<file path="src/hw/rtl/potc_pkg.sv">
// Shared types and constants for the priority-ordered chain table.
package potc_pkg;

  localparam int ID_BITS           = 8;
  localparam int PRI_BITS          = 8;
  localparam int CMD_W             = 2;
  localparam int HOOK_W            = 3;
  localparam int POS_W             = 4;
  localparam int STATUS_W          = 3;
  localparam int LEN_OUT_W         = 5;
  localparam int MAX_PER_CHAIN_DEF = 16;
  localparam int NUM_CHAINS_DEF    = 5;

  typedef enum logic [CMD_W-1:0] {
    CMD_REGISTER   = 2'd0,
    CMD_UNREGISTER = 2'd1,
    CMD_READ       = 2'd2,
    CMD_NOP        = 2'd3
  } cmd_e;

  typedef enum logic [STATUS_W-1:0] {
    ST_OK        = 3'd0,
    ST_FULL      = 3'd1,
    ST_BAD_HOOK  = 3'd2,
    ST_NOT_FOUND = 3'd3,
    ST_BAD_POS   = 3'd4
  } status_e;

  typedef enum logic [2:0] {
    S_IDLE,
    S_WALK,
    S_TAIL,
    S_READ,
    S_RESP
  } state_e;

  typedef struct packed {
    logic [ID_BITS-1:0]  id;
    logic [PRI_BITS-1:0] pri;
  } entry_t;

  // sequencer -> walk unit
  typedef struct packed {
    logic clear;   // start of a request
    logic step;    // read data of one entry is present
    logic insert;  // register walk (else unregister walk)
    logic tail;    // final write of an insert
  } walk_ctl_t;

  // walk unit -> sequencer
  typedef struct packed {
    logic wr_en;
    logic wr_prev;  // write goes one slot below the entry just read
    logic hit;      // insert point or matching id seen
  } walk_res_t;

endpackage

</file>
<file path="src/hw/rtl/potc_if.sv">
// Request and response channel interfaces.
interface potc_req_if;
  import potc_pkg::*;

  logic                valid;
  logic                ready;
  cmd_e                command;
  logic [HOOK_W-1:0]   hook;
  logic [ID_BITS-1:0]  entry_id;
  logic [PRI_BITS-1:0] entry_priority;
  logic [POS_W-1:0]    position;

  modport source (output valid, command, hook, entry_id, entry_priority, position,
                  input ready);
  modport sink   (input valid, command, hook, entry_id, entry_priority, position,
                  output ready);
endinterface

interface potc_rsp_if;
  import potc_pkg::*;

  logic                 valid;
  logic                 ready;
  status_e              status;
  logic [ID_BITS-1:0]   found_id;
  logic [PRI_BITS-1:0]  found_priority;
  logic [LEN_OUT_W-1:0] chain_length;

  modport source (output valid, status, found_id, found_priority, chain_length,
                  input ready);
  modport sink   (input valid, status, found_id, found_priority, chain_length,
                  output ready);
endinterface

</file>
<file path="src/hw/rtl/potc_ram.sv">
// Generic single-write, single-read RAM with registered read data.
module potc_ram #(
  parameter int WIDTH = 16,
  parameter int DEPTH = 80
) (
  input  logic                                   clk_i,
  input  logic                                   we_i,
  input  logic [((DEPTH > 1) ? $clog2(DEPTH) : 1)-1:0] waddr_i,
  input  logic [WIDTH-1:0]                       wdata_i,
  input  logic                                   re_i,
  input  logic [((DEPTH > 1) ? $clog2(DEPTH) : 1)-1:0] raddr_i,
  output logic [WIDTH-1:0]                       rdata_o
);

  logic [WIDTH-1:0] mem_q [DEPTH];
  logic [WIDTH-1:0] rdata_q;

  always_ff @(posedge clk_i) begin
    if (we_i) begin
      mem_q[waddr_i] <= wdata_i;
    end
    if (re_i) begin
      rdata_q <= mem_q[raddr_i];
    end
  end

  assign rdata_o = rdata_q;

endmodule

</file>
<file path="src/hw/rtl/potc_walk.sv">
// Walk unit: priority/id compare and carry register for insert and remove passes.
module potc_walk (
  input  logic                clk_i,
  input  logic                rst_ni,
  input  potc_pkg::walk_ctl_t ctl_i,
  input  potc_pkg::entry_t    key_i,
  input  potc_pkg::entry_t    rd_data_i,
  output potc_pkg::entry_t    wr_data_o,
  output potc_pkg::walk_res_t res_o
);
  import potc_pkg::*;

  logic   hit_q, hit_d;
  entry_t carry_q, carry_d;

  always_comb begin
    hit_d       = hit_q;
    carry_d     = carry_q;
    res_o       = '0;
    wr_data_o   = carry_q;
    if (ctl_i.step) begin
      if (ctl_i.insert) begin
        if (hit_q) begin
          // ripple: drop the carried entry here, pick up the one read
          res_o.wr_en = 1'b1;
          wr_data_o   = carry_q;
          carry_d     = rd_data_i;
        end else if (key_i.pri > rd_data_i.pri) begin
          res_o.wr_en = 1'b1;
          wr_data_o   = key_i;
          carry_d     = rd_data_i;
          hit_d       = 1'b1;
        end
      end else begin
        if (hit_q) begin
          // close the gap: move entry one slot up the list
          res_o.wr_en   = 1'b1;
          res_o.wr_prev = 1'b1;
          wr_data_o     = rd_data_i;
        end else if (key_i.id == rd_data_i.id) begin
          hit_d = 1'b1;
        end
      end
    end
    if (ctl_i.tail) begin
      res_o.wr_en = 1'b1;
      wr_data_o   = hit_q ? carry_q : key_i;
    end
    if (ctl_i.clear) begin
      hit_d = 1'b0;
    end
    res_o.hit = hit_q;
  end

  always_ff @(posedge clk_i or negedge rst_ni) begin
    if (!rst_ni) begin
      hit_q <= 1'b0;
    end else begin
      hit_q <= hit_d;
    end
  end

  always_ff @(posedge clk_i) begin
    carry_q <= carry_d;
  end

endmodule

</file>
<file path="src/hw/rtl/priority_ordered_chain_table.sv">
// Flow: a bad hook, full chain, no-op or read past length goes from S_IDLE straight to
//   S_RESP; a read passes through S_READ; a walk in S_WALK reads one entry per cycle
//   through the single RAM read port, then a register writes its last slot in S_TAIL
//   before S_RESP. The response register loads in S_RESP once the output is free.
// Throughput: one request in flight; the next is taken once the response is registered.
// Reset: chain lengths clear to zero at once; the entry RAM is not cleared and needs no pass.
module priority_ordered_chain_table #(
  parameter int MAX_PER_CHAIN = potc_pkg::MAX_PER_CHAIN_DEF,
  parameter int NUM_CHAINS    = potc_pkg::NUM_CHAINS_DEF
) (
  input  logic       clk_i,
  input  logic       rst_ni,
  potc_req_if.sink   req_i,
  potc_rsp_if.source rsp_o
);
  import potc_pkg::*;

  // length counter holds 0..MAX_PER_CHAIN
  localparam int LEN_W = $clog2(MAX_PER_CHAIN + 1);
  localparam int CH_W  = (NUM_CHAINS > 1) ? $clog2(NUM_CHAINS) : 1;
  localparam int DEPTH = NUM_CHAINS * MAX_PER_CHAIN;
  localparam int AW    = (DEPTH > 1) ? $clog2(DEPTH) : 1;

  // Sequencer state
  state_e           state_q, state_d;
  status_e          status_q, status_d;
  logic [LEN_W-1:0] clen_q, clen_d;   // length of the selected chain
  logic [LEN_W-1:0] idx_q, idx_d;     // next entry to read in a walk
  logic             pend_q, pend_d;   // RAM read data of entry idx_q-1 is present

  // Request fields captured at acceptance
  cmd_e             cmd_q;
  logic [CH_W-1:0]  ch_q;
  entry_t           key_q;
  logic [POS_W-1:0] pos_q;
  logic [AW-1:0]    base_q;           // first RAM row of the chain

  // Per-chain lengths, live in flops
  logic [LEN_W-1:0] lens_q [NUM_CHAINS];
  logic             lens_we;
  logic [LEN_W-1:0] lens_wval;

  // Response register
  logic                 rsp_valid_q;
  status_e              rsp_status_q;
  logic [ID_BITS-1:0]   rsp_id_q;
  logic [PRI_BITS-1:0]  rsp_pri_q;
  logic [LEN_OUT_W-1:0] rsp_len_q;
  logic                 rsp_load;

  // RAM and walk unit
  logic             ram_we, ram_re;
  logic [AW-1:0]    ram_waddr, ram_raddr;
  entry_t           ram_wdata, ram_rdata;
  entry_t           ram_wdata_w;
  walk_ctl_t        wctl;
  walk_res_t        wres;
  logic [LEN_W-1:0] wr_pos;

  // Decode of the incoming request
  logic             hook_ok;
  logic [CH_W-1:0]  in_ch;
  logic [LEN_W-1:0] in_len;
  logic             req_acc;

  assign hook_ok = 32'(req_i.hook) < 32'(NUM_CHAINS);
  assign in_ch   = CH_W'(req_i.hook);
  assign in_len  = hook_ok ? lens_q[in_ch] : '0;
  assign req_acc = req_i.valid && req_i.ready;

  assign req_i.ready = (state_q == S_IDLE);

  // Walk writes land on the entry just read, or one below it when closing a gap
  assign wr_pos = idx_q - (wres.wr_prev ? LEN_W'(2) : LEN_W'(1));

  always_comb begin
    state_d   = state_q;
    status_d  = status_q;
    clen_d    = clen_q;
    idx_d     = idx_q;
    pend_d    = 1'b0;
    lens_we   = 1'b0;
    lens_wval = clen_q;
    ram_we    = 1'b0;
    ram_waddr = base_q + AW'(wr_pos);
    ram_wdata = ram_rdata;
    ram_re    = 1'b0;
    ram_raddr = base_q + AW'(idx_q);
    wctl      = '0;
    rsp_load  = 1'b0;

    unique case (state_q)
      S_IDLE: begin
        if (req_i.valid) begin
          wctl.clear = 1'b1;
          idx_d      = '0;
          clen_d     = in_len;
          if (!hook_ok) begin
            status_d = ST_BAD_HOOK;
            state_d  = S_RESP;
          end else begin
            unique case (req_i.command)
              CMD_REGISTER: begin
                if (32'(in_len) >= 32'(MAX_PER_CHAIN)) begin
                  status_d = ST_FULL;
                  state_d  = S_RESP;
                end else begin
                  status_d = ST_OK;
                  state_d  = S_WALK;
                end
              end
              CMD_UNREGISTER: begin
                status_d = ST_OK;
                state_d  = S_WALK;
              end
              CMD_READ: begin
                if (32'(req_i.position) >= 32'(in_len)) begin
                  status_d = ST_BAD_POS;
                  state_d  = S_RESP;
                end else begin
                  status_d = ST_OK;
                  state_d  = S_READ;
                end
              end
              default: begin
                status_d = ST_OK;
                state_d  = S_RESP;
              end
            endcase
          end
        end
      end

      S_WALK: begin
        // one read issued and one read result handled per cycle
        ram_re      = idx_q < clen_q;
        wctl.step   = pend_q;
        wctl.insert = (cmd_q == CMD_REGISTER);
        ram_we      = wres.wr_en;
        ram_wdata   = ram_wdata_w;
        pend_d      = ram_re;
        if (ram_re) begin
          idx_d = idx_q + LEN_W'(1);
        end
        if (!ram_re && !pend_q) begin
          if (cmd_q == CMD_REGISTER) begin
            state_d = S_TAIL;
          end else begin
            if (wres.hit) begin
              clen_d    = clen_q - LEN_W'(1);
              lens_we   = 1'b1;
              lens_wval = clen_q - LEN_W'(1);
              status_d  = ST_OK;
            end else begin
              status_d  = ST_NOT_FOUND;
            end
            state_d = S_RESP;
          end
        end
      end

      S_TAIL: begin
        // last slot gets the carried entry, or the new one if it sorts last
        wctl.tail   = 1'b1;
        wctl.insert = 1'b1;
        ram_we      = 1'b1;
        ram_waddr   = base_q + AW'(clen_q);
        ram_wdata   = ram_wdata_w;
        clen_d      = clen_q + LEN_W'(1);
        lens_we     = 1'b1;
        lens_wval   = clen_q + LEN_W'(1);
        state_d     = S_RESP;
      end

      S_READ: begin
        ram_re    = 1'b1;
        ram_raddr = base_q + AW'(pos_q);
        state_d   = S_RESP;
      end

      S_RESP: begin
        // RAM read data holds here since no read is issued
        if (!rsp_valid_q || rsp_o.ready) begin
          rsp_load = 1'b1;
          state_d  = S_IDLE;
        end
      end

      default: begin
        state_d = S_IDLE;
      end
    endcase
  end

  potc_walk u_walk (
    .clk_i     (clk_i),
    .rst_ni    (rst_ni),
    .ctl_i     (wctl),
    .key_i     (key_q),
    .rd_data_i (ram_rdata),
    .wr_data_o (ram_wdata_w),
    .res_o     (wres)
  );

  potc_ram #(
    .WIDTH ($bits(entry_t)),
    .DEPTH (DEPTH)
  ) u_ram (
    .clk_i   (clk_i),
    .we_i    (ram_we),
    .waddr_i (ram_waddr),
    .wdata_i (ram_wdata),
    .re_i    (ram_re),
    .raddr_i (ram_raddr),
    .rdata_o (ram_rdata)
  );

  // Control state
  always_ff @(posedge clk_i or negedge rst_ni) begin
    if (!rst_ni) begin
      state_q     <= S_IDLE;
      status_q    <= ST_OK;
      clen_q      <= '0;
      idx_q       <= '0;
      pend_q      <= 1'b0;
      rsp_valid_q <= 1'b0;
      for (int i = 0; i < NUM_CHAINS; i++) begin
        lens_q[i] <= '0;
      end
    end else begin
      state_q     <= state_d;
      status_q    <= status_d;
      clen_q      <= clen_d;
      idx_q       <= idx_d;
      pend_q      <= pend_d;
      rsp_valid_q <= rsp_load || (rsp_valid_q && !rsp_o.ready);
      if (lens_we) begin
        lens_q[ch_q] <= lens_wval;
      end
    end
  end

  // Request capture and response payload
  always_ff @(posedge clk_i) begin
    if (req_acc) begin
      cmd_q     <= req_i.command;
      ch_q      <= in_ch;
      key_q.id  <= req_i.entry_id;
      key_q.pri <= req_i.entry_priority;
      pos_q     <= req_i.position;
      base_q    <= AW'(32'(in_ch) * MAX_PER_CHAIN);
    end
    if (rsp_load) begin
      rsp_status_q <= status_q;
      // found fields only on a successful read
      if (cmd_q == CMD_READ && status_q == ST_OK) begin
        rsp_id_q  <= ram_rdata.id;
        rsp_pri_q <= ram_rdata.pri;
      end else begin
        rsp_id_q  <= '0;
        rsp_pri_q <= '0;
      end
      rsp_len_q <= LEN_OUT_W'(clen_q);
    end
  end

  assign rsp_o.valid          = rsp_valid_q;
  assign rsp_o.status         = rsp_status_q;
  assign rsp_o.found_id       = rsp_id_q;
  assign rsp_o.found_priority = rsp_pri_q;
  assign rsp_o.chain_length   = rsp_len_q;

endmodule

</file>
<file path="src/flat_wrapper.sv">
// flat-port wrapper written by rule: the top's interface ports become plain ports
module priority_ordered_chain_table_flat import potc_pkg::*;
#(
  parameter int MAX_PER_CHAIN = potc_pkg::MAX_PER_CHAIN_DEF,
  parameter int NUM_CHAINS    = potc_pkg::NUM_CHAINS_DEF
)
  (clk_i, rst_ni, req_i_valid, req_i_command, req_i_hook, req_i_entry_id, req_i_entry_priority, req_i_position, req_i_ready, rsp_o_valid, rsp_o_status, rsp_o_found_id, rsp_o_found_priority, rsp_o_chain_length, rsp_o_ready);
  potc_req_if req_i_i ();
  potc_rsp_if rsp_o_i ();
  input  logic clk_i;
  input  logic rst_ni;
  input wire logic [$bits(req_i_i.valid)-1:0] req_i_valid;
  input wire logic [$bits(req_i_i.command)-1:0] req_i_command;
  input wire logic [$bits(req_i_i.hook)-1:0] req_i_hook;
  input wire logic [$bits(req_i_i.entry_id)-1:0] req_i_entry_id;
  input wire logic [$bits(req_i_i.entry_priority)-1:0] req_i_entry_priority;
  input wire logic [$bits(req_i_i.position)-1:0] req_i_position;
  output wire logic [$bits(req_i_i.ready)-1:0] req_i_ready;
  output wire logic [$bits(rsp_o_i.valid)-1:0] rsp_o_valid;
  output wire logic [$bits(rsp_o_i.status)-1:0] rsp_o_status;
  output wire logic [$bits(rsp_o_i.found_id)-1:0] rsp_o_found_id;
  output wire logic [$bits(rsp_o_i.found_priority)-1:0] rsp_o_found_priority;
  output wire logic [$bits(rsp_o_i.chain_length)-1:0] rsp_o_chain_length;
  input wire logic [$bits(rsp_o_i.ready)-1:0] rsp_o_ready;
  assign req_i_i.valid = req_i_valid;
  assign req_i_i.command = req_i_command;
  assign req_i_i.hook = req_i_hook;
  assign req_i_i.entry_id = req_i_entry_id;
  assign req_i_i.entry_priority = req_i_entry_priority;
  assign req_i_i.position = req_i_position;
  assign req_i_ready = req_i_i.ready;
  assign rsp_o_valid = rsp_o_i.valid;
  assign rsp_o_status = rsp_o_i.status;
  assign rsp_o_found_id = rsp_o_i.found_id;
  assign rsp_o_found_priority = rsp_o_i.found_priority;
  assign rsp_o_chain_length = rsp_o_i.chain_length;
  assign rsp_o_i.ready = rsp_o_ready;
  priority_ordered_chain_table #(.MAX_PER_CHAIN(MAX_PER_CHAIN), .NUM_CHAINS(NUM_CHAINS)) u_core (.clk_i(clk_i), .rst_ni(rst_ni), .req_i(req_i_i), .rsp_o(rsp_o_i));
endmodule
</file>
<file path="config.mk">
export PLATFORM = sky130hd
export DESIGN_NAME = priority_ordered_chain_table_flat
export DESIGN_NICKNAME = d
export VERILOG_FILES = /design/src/hw/rtl/potc_pkg.sv /design/src/hw/rtl/potc_if.sv /design/src/hw/rtl/potc_ram.sv /design/src/hw/rtl/potc_walk.sv /design/src/hw/rtl/priority_ordered_chain_table.sv /design/src/flat_wrapper.sv
export SDC_FILE = /design/constraint.sdc
export NUM_CORES = 2
export LEC_CHECK = 0
export ABC_AREA = 1
export BUFFER_PORTS_ARGS = -buffer_cell sky130_fd_sc_hd__clkbuf_2
export CAP_MARGIN = 20
export CORE_ASPECT_RATIO = 1.5
export CORE_UTILIZATION = 65
export CTS_CLUSTER_SIZE = 16
export DETAILED_ROUTE_END_ITERATION = 8
export GPL_TIMING_DRIVEN = 1
export PLACE_DENSITY = 0.85
export SLEW_MARGIN = 40
export SYNTH_ARGS = -nofsm -noshare
export SYNTH_HDL_FRONTEND = slang
export SYNTH_SLANG_ARGS = --single-unit
</file>
<file path="constraint.sdc">
create_clock -name clk_i -period 10.4 [get_ports clk_i]
set_input_delay 0.52 -clock clk_i [delete_from_list [all_inputs] [get_ports clk_i]]
set_output_delay 0.52 -clock clk_i [all_outputs]
set_load 0.03 [all_outputs]
</file>
### Word-level counts from Yosys, hierarchy flattened

Memory sizes are Yosys's and may differ from the RTL's. A register that Yosys moved wholly into a read port is not among the register bits.
Cells that the tools add are included.

| word-level totals | value |
|---|---|
| bits in registers | 109 |
| memories kept | 1 |
| memory bits (writable) | 1,280 |
| output and inout bits | 26 |

| operators by class | value |
|---|---|
| bitwise operators | 2 |
| equality and inequality tests | 13 |
| $lt $le $gt $ge | 8 |
| reduce and logical (&&, ||, !) cells | 26 |
| multiplexer cells | 75 |
| $add $sub $neg | 8 |

Memory list:

| memory | words | bits a word | rd ports | clocked after memory_dff | write ports | RTL line | RTL |
|---|---|---|---|---|---|---|---|
| u_core.u_ram.mem_q | 80 | 16 | 1 | 1 | 1 | potc_ram.sv:15 | `logic [WIDTH-1:0] mem_q [DEPTH];` |

Operators with widths:

| operator | count |
|---|---|
| $mux 16 | 10 |
| $mux 5 | 10 |
| $mux 3 | 12 |
| $bwmux 25 | 1 |
| $mux 1 | 23 |
| $add 7x5->7 | 3 |
| $pmux 5 s2 | 2 |
| $bmux 5 s3 | 1 |
| $demux 5 s3 | 1 |
| $pmux 5 s3 | 1 |
| $mux 7 | 2 |
| $pmux 3 s2 | 2 |
| $pmux 3 s4 | 1 |
| $add 5x1->5 const B | 2 |
| $pmux 3 s3 | 1 |
| $reduce_and 3->1 | 3 |
| $eq 8x8->1 | 1 |
| $ge 4x4->1 const B | 2 |
| $gt 8x8->1 | 1 |
| $mux 2 | 4 |
| $not 3->4 | 2 |
| $pmux 1 s2 | 4 |
| $add 7x4->7 | 1 |
| $eq 3x2->1 const B | 2 |
| 23 further kinds | 40 |

### Longest topological paths before layout

| depth | value |
|---|---|
| depth after elaboration | 11 |
| depth in mapped cells | 21 |

### Hierarchy

A second synthesis with hierarchy kept.

| second synthesis, totals | value |
|---|---|
| cell total of the unflattened synthesis | 5,160 |
| area, all modules | 59,186.8 um^2 |

By module, submodules not included:

| module | seq. area each (um^2) | area each (um^2) | cells an instance | times used |
|---|---|---|---|---|
| potc_ram | 38,917.3 | 52,037.4 | 4,240 | 1 |
| priority_ordered_chain_table | 2,547.4 | 5,017.3 | 570 | 1 |
| potc_walk | 505.5 | 2,132.0 | 350 | 1 |

### Worst setup path after synthesis

No wires, ideal clock.

| timing path | value |
|---|---|
| path type | reg-to-reg |
| start | reg u_core.state_q[1] |
| end | mem u_core.u_ram.mem_q[46][0], enable pin |
| arrival time | 4.351 ns |
| cell stages (with the launch flop) | 22 |
| required time | 9.991 ns |
| library setup time | 0.409 ns |
| path slack | 5.640 ns |
| cell sequence | dfrtp_1 > buf_4 > inv_1 > nand3_2 > inv_2 > nand2_1 > nand2_1 > nor3_2 > inv_1 > ha_1 > inv_1 > fa_1 > nor3_1 > xor2_1 > a21oi_1 > ha_1 > ha_1 > xnor2_1 > nand2_1 > inv_1 > nand3_2 > nor3_1 |

| on the way | value |
|---|---|
| cells in the longest elaborated chain, start to end | 8 |

RTL lines:

| element | RTL line | RTL |
|---|---|---|
| start, declared | priority_ordered_chain_table.sv:25 | `state_e state_q, state_d;` |
| start signal, assigned | priority_ordered_chain_table.sv:231 | `state_q <= state_d;` |
| $eq 3x2->1 / $eq 3x1->1 (equally long branches) | priority_ordered_chain_table.sv:92 | `unique case (state_q)` |
| $pmux 1 s2 | priority_ordered_chain_table.sv:92 |  |
| $mux 1 | potc_walk.sv:22 | `if (ctl_i.insert) begin` |
| $mux 2 | potc_walk.sv:21 | `if (ctl_i.step) begin` |
| $mux 2 / $mux 1 (equally long branches) | priority_ordered_chain_table.sv:74, potc_walk.sv:45 |  |
| $sub 5x5->5 / $pmux 1 s2 (equally long branches) | priority_ordered_chain_table.sv:74, priority_ordered_chain_table.sv:92 |  |
| $add 7x5->7 / $mux 1 (equally long branches) | priority_ordered_chain_table.sv:85, potc_ram.sv:19 |  |
| $mux 7 / $mux 1 (equally long branches) | priority_ordered_chain_table.sv:92, potc_ram.sv:20 |  |
| end, declared | potc_ram.sv:15 |  |

Several ways; a longest one is shown, not always the timed one.

### Worst setup path in the final report

| timing path | value |
|---|---|
| start | reg u_core.state_q[0] |
| end | mem u_core.u_ram.mem_q[32][10], enable pin |

Same word-level chain as after synthesis.

==> results.md <==
- Status: finished, final reports clean
- Max-cap viol count: 0
- Mapped cell area: 61800 sq um
- Sequential fraction of the synthesis area: 0.679
- Crit. End Element: flop
- Area contributors post-synth: edfxtp_1 66%, nand3_1 8.4%, nand2_1 8.1%
- Post-Syn Instances: between 5000 and 6000
- Io pins: 55
- Worst slew pin tran: 947 ps
- Worst Skew: 37.0 ps
- Pins Over Slew Limit: 0
- Core area: about 94000 sq um
- Cts hold-fix bufs: 18
- Post-layout instance area: 67900 sq um
- Worst hold stages: 2
- First-pass GRT wire length: 258000 microns
- H-tree levels: 3
- CP Class: reg2reg
- Clk_lat worst skew: approximately 760 ps
- Layout cells sized above 1: 0.0734
- Async set-reset flop share out of synthesis: 0.0313
- Pleak: 27.7 nW
- Syn Nets: between 5000 and 6000
- Leading area contributor after synthesis: edfxtp_1
- CTS Buf Count: 118
- Worst Path Max Fanout: 16
- Non-filler cells, final: slightly above 7000
- Grt total ovfl: 0
- Fmax: 172 MHz
- CTS resizes: 0
- Hold Path Class: in2reg
- CTS root buffer: clkbuf_16
- Flop and latch count out of synthesis: 1405
- Post-Synth Simple-Gate Area: 0.195
- Drt first-iter violations: 7224
- CTS tree: built
- Number of global-route vias before repair: 43600
- # nets final: between 5000 and 6000
- Vias: between 40000 and 50000
- GRT Total Usage: 0.364
- Critical Path RT: 10770 ps
- Period Utilization, post-route: 0.559
- Via density: 6.19
- Worst vdd ir: 227 uV
- Routability cong.: 0.995
- Syn avg cell area: 10.5 sq um
- Cells after DPL: 7000
- PD cells: 263 nW/um^2
- R2R depth: 16
- Post-synth EDFFs: 1361
- Die H: 380 microns
- Ys Warns: 0
- Placed inst area: 63600 sq um
- Final setup viols: 0
- Setup TNS: 0 ps
- Compound-gate portion of the synthesized area: 0.0354
- Antenna violations before repair: 4
- Primary FF master, synth: edfxtp_1
- Hold Fails Final Rpt: 0
- Row cnt: ~140
- Post-CTS Setup Bufs: 0
- Max Buffers Root-to-Sink: 3
- Multiplexer share of the synthesized area: 0
- Clk pin slew, worst setup/hold paths: 60 ps
- Wire length per cell: ~24 microns
- Tmin final: around 5800 ps
- Starting Density: 0.656
- Area delta synth->final: 9.90%
- DRC Markers: 0
- Distinct cells, synth: 45
- Most frequent cells after synthesis: 1361 x edfxtp_1, 1329 x nand2_1, 1033 x nand3_1, 1027 x inv_1, 260 x nor2_1
- Unrepaired setup endpoints after global routing: no
- Critical path launch point type: flop
- Horiz. Die Dim: 254 microns
- Post-Route WL: 175000 microns
- Synth top area share: 0.661
- Post-route ant nets: 0
- Post-synthesis xor/xnor area fraction: 0.000850
- Adder-cell share of the synthesized area: 0.00539
- Slew HR: 0.368
- Critical path arrival: 6190 ps
- Fillers: 5816
- Overall die area: 96300 sq um
- Main combinational cell family by area after synthesis: simple AND/OR/NAND/NOR gates
- Pin count of the biggest net entering global routing: 200
- Clock Sinks: roughly 1400
- Most common cell in the netlist: edfxtp_1
- Utilization after layout: 0.720
- I/O Buffers: 54
- TritonRoute pass-1 iters: 9
- Dpl hpwl: 101000 microns
-- kinds of logic (layout without fill, tap and decap cells) --
kind of cell,after synthesis,after routing
flip-flops,1405,1405
other,0,1
AND/OR/NAND/NOR,2745,2745
adder cells (fa/ha/maj),26,26
AO/OA/AOI/OAI,371,371
buffers and inverters,1338,1428
XOR/XNOR,6,6
-- final timing paths --
check	endpoint	slack, ps	from
max in group asynchronous	u_core.clen_q[4]	9580	rst_ni
worst max register to register	u_core.u_ram.mem_q[32][10]	4580	u_core.state_q[0]
worst min-delay path	u_core.rsp_o.valid	40	rsp_o_ready
worst max-delay path	u_core.u_ram.mem_q[32][10]	4580	u_core.state_q[0]
worst min register to register	u_core.rsp_o.status[0]	470	u_core.status_q[0]
min in group asynchronous	u_core.lens_q[8]	400	rst_ni
-- power by group --
group	internal (mW)	switching [mW]	leakage, nW	total, mW
logic	1.14	4.64	12.9	5.78
clock network	2.60	2.03	1.96	4.64
registers	7.33	0.136	12.9	7.46
total	11.1	6.81	27.7	17.9
-- sequential cells by signal (all words and copies together) (netlist names) --
signal and count:
u_core.key_q 16, u_core.rsp_o.chain_length 5, u_core.rsp_o.found_id 8, u_core.state_q 3, u_core.u_walk.hit_q 1, u_core.pend_q 1
u_core.lens_q 25, u_core.u_ram.rdata_o 16, u_core.u_walk.carry_q 16, u_core.rsp_o.valid 1, u_core.cmd_q 2, u_core.pos_q 4
u_core.clen_q 5, u_core.idx_q 5, u_core.rsp_o.status 3, u_core.u_ram.mem_q 1280, u_core.rsp_o.found_priority 8, u_core.ch_q 3
u_core.status_q 3
-- cells in the final DEF, fill, tap and decap left out, types with 9 or more instances in the layout --
cell type,n
edfxtp_1,1361
nand2_1,1309
nand3_1,1032
inv_1,1026
nor2_1,224
o21ai_0,204
clkbuf_16,120
buf_4,71
nand3b_1,65
clkbuf_2,54
dfrtp_1,44
o22ai_1,35
o221ai_1,34
clkinv_1,30
nor2_2,29
o21ai_1,26
ha_1,25
clkinv_2,24
o211ai_1,23
bufinv_16,20
a21oi_1,19
buf_6,19
dlygate4sd3_1,18
nand2_4,17
nand4_1,13
a221oi_1,13
clkbuf_1,13
buf_12,10
nor3_2,9
nor2_4,9
-- metal layers --
layer,part of all wire,track usage,vias to the layer above
met2,0.47,0.574,3579
met3,0.12,0.0701,822
li1,-,-,19600
met5,0.00022,0,-
met1,0.32,0.434,20800
met4,0.093,0.301,6
-- layout make-up --
cell class                 count  area (sq um)  share of cell area
antenna                        1          2.50           0.0000368
clock buffer                 133          3050              0.0449
clock inverter                87           965              0.0142
inverter                    1033          3880              0.0571
multi-input combinational   3148         15000               0.221
sequential                  1405         42000               0.618
tap                         1260          1580              0.0232
timing repair buffer         175          1480              0.0218
-- stage by stage --
stage / total power [mW] / setup slack (ps) / hold WS, ps
2_1_floorplan: 10.6 / 5640 / 224
3_3_place_gp: 12.8 / 4270 / 451
3_5_place_dp: 13.0 / 4480 / 459
4_1_cts: 17.6 / 4460 / 22.8
5_1_grt: 18.3 / 4290 / 32.9
6_report: 17.9 / 4580 / 40.7
-- critical path, stage by stage, from the launching register on --
cell,delay [ps]
dfrtp_1,550
nand3_2,290
nor2_2,260
inv_1,140
nor3_4,520
inv_1,300
fa_1,460
nor3_1,240
xor2_1,160
a21oi_1,120
ha_1,210
ha_1,190
xnor2_1,220
nand2_1,80
inv_1,140
nand3_1,650
nor2_2,910
No activity file was read; power rests on OpenSTA's default activity.
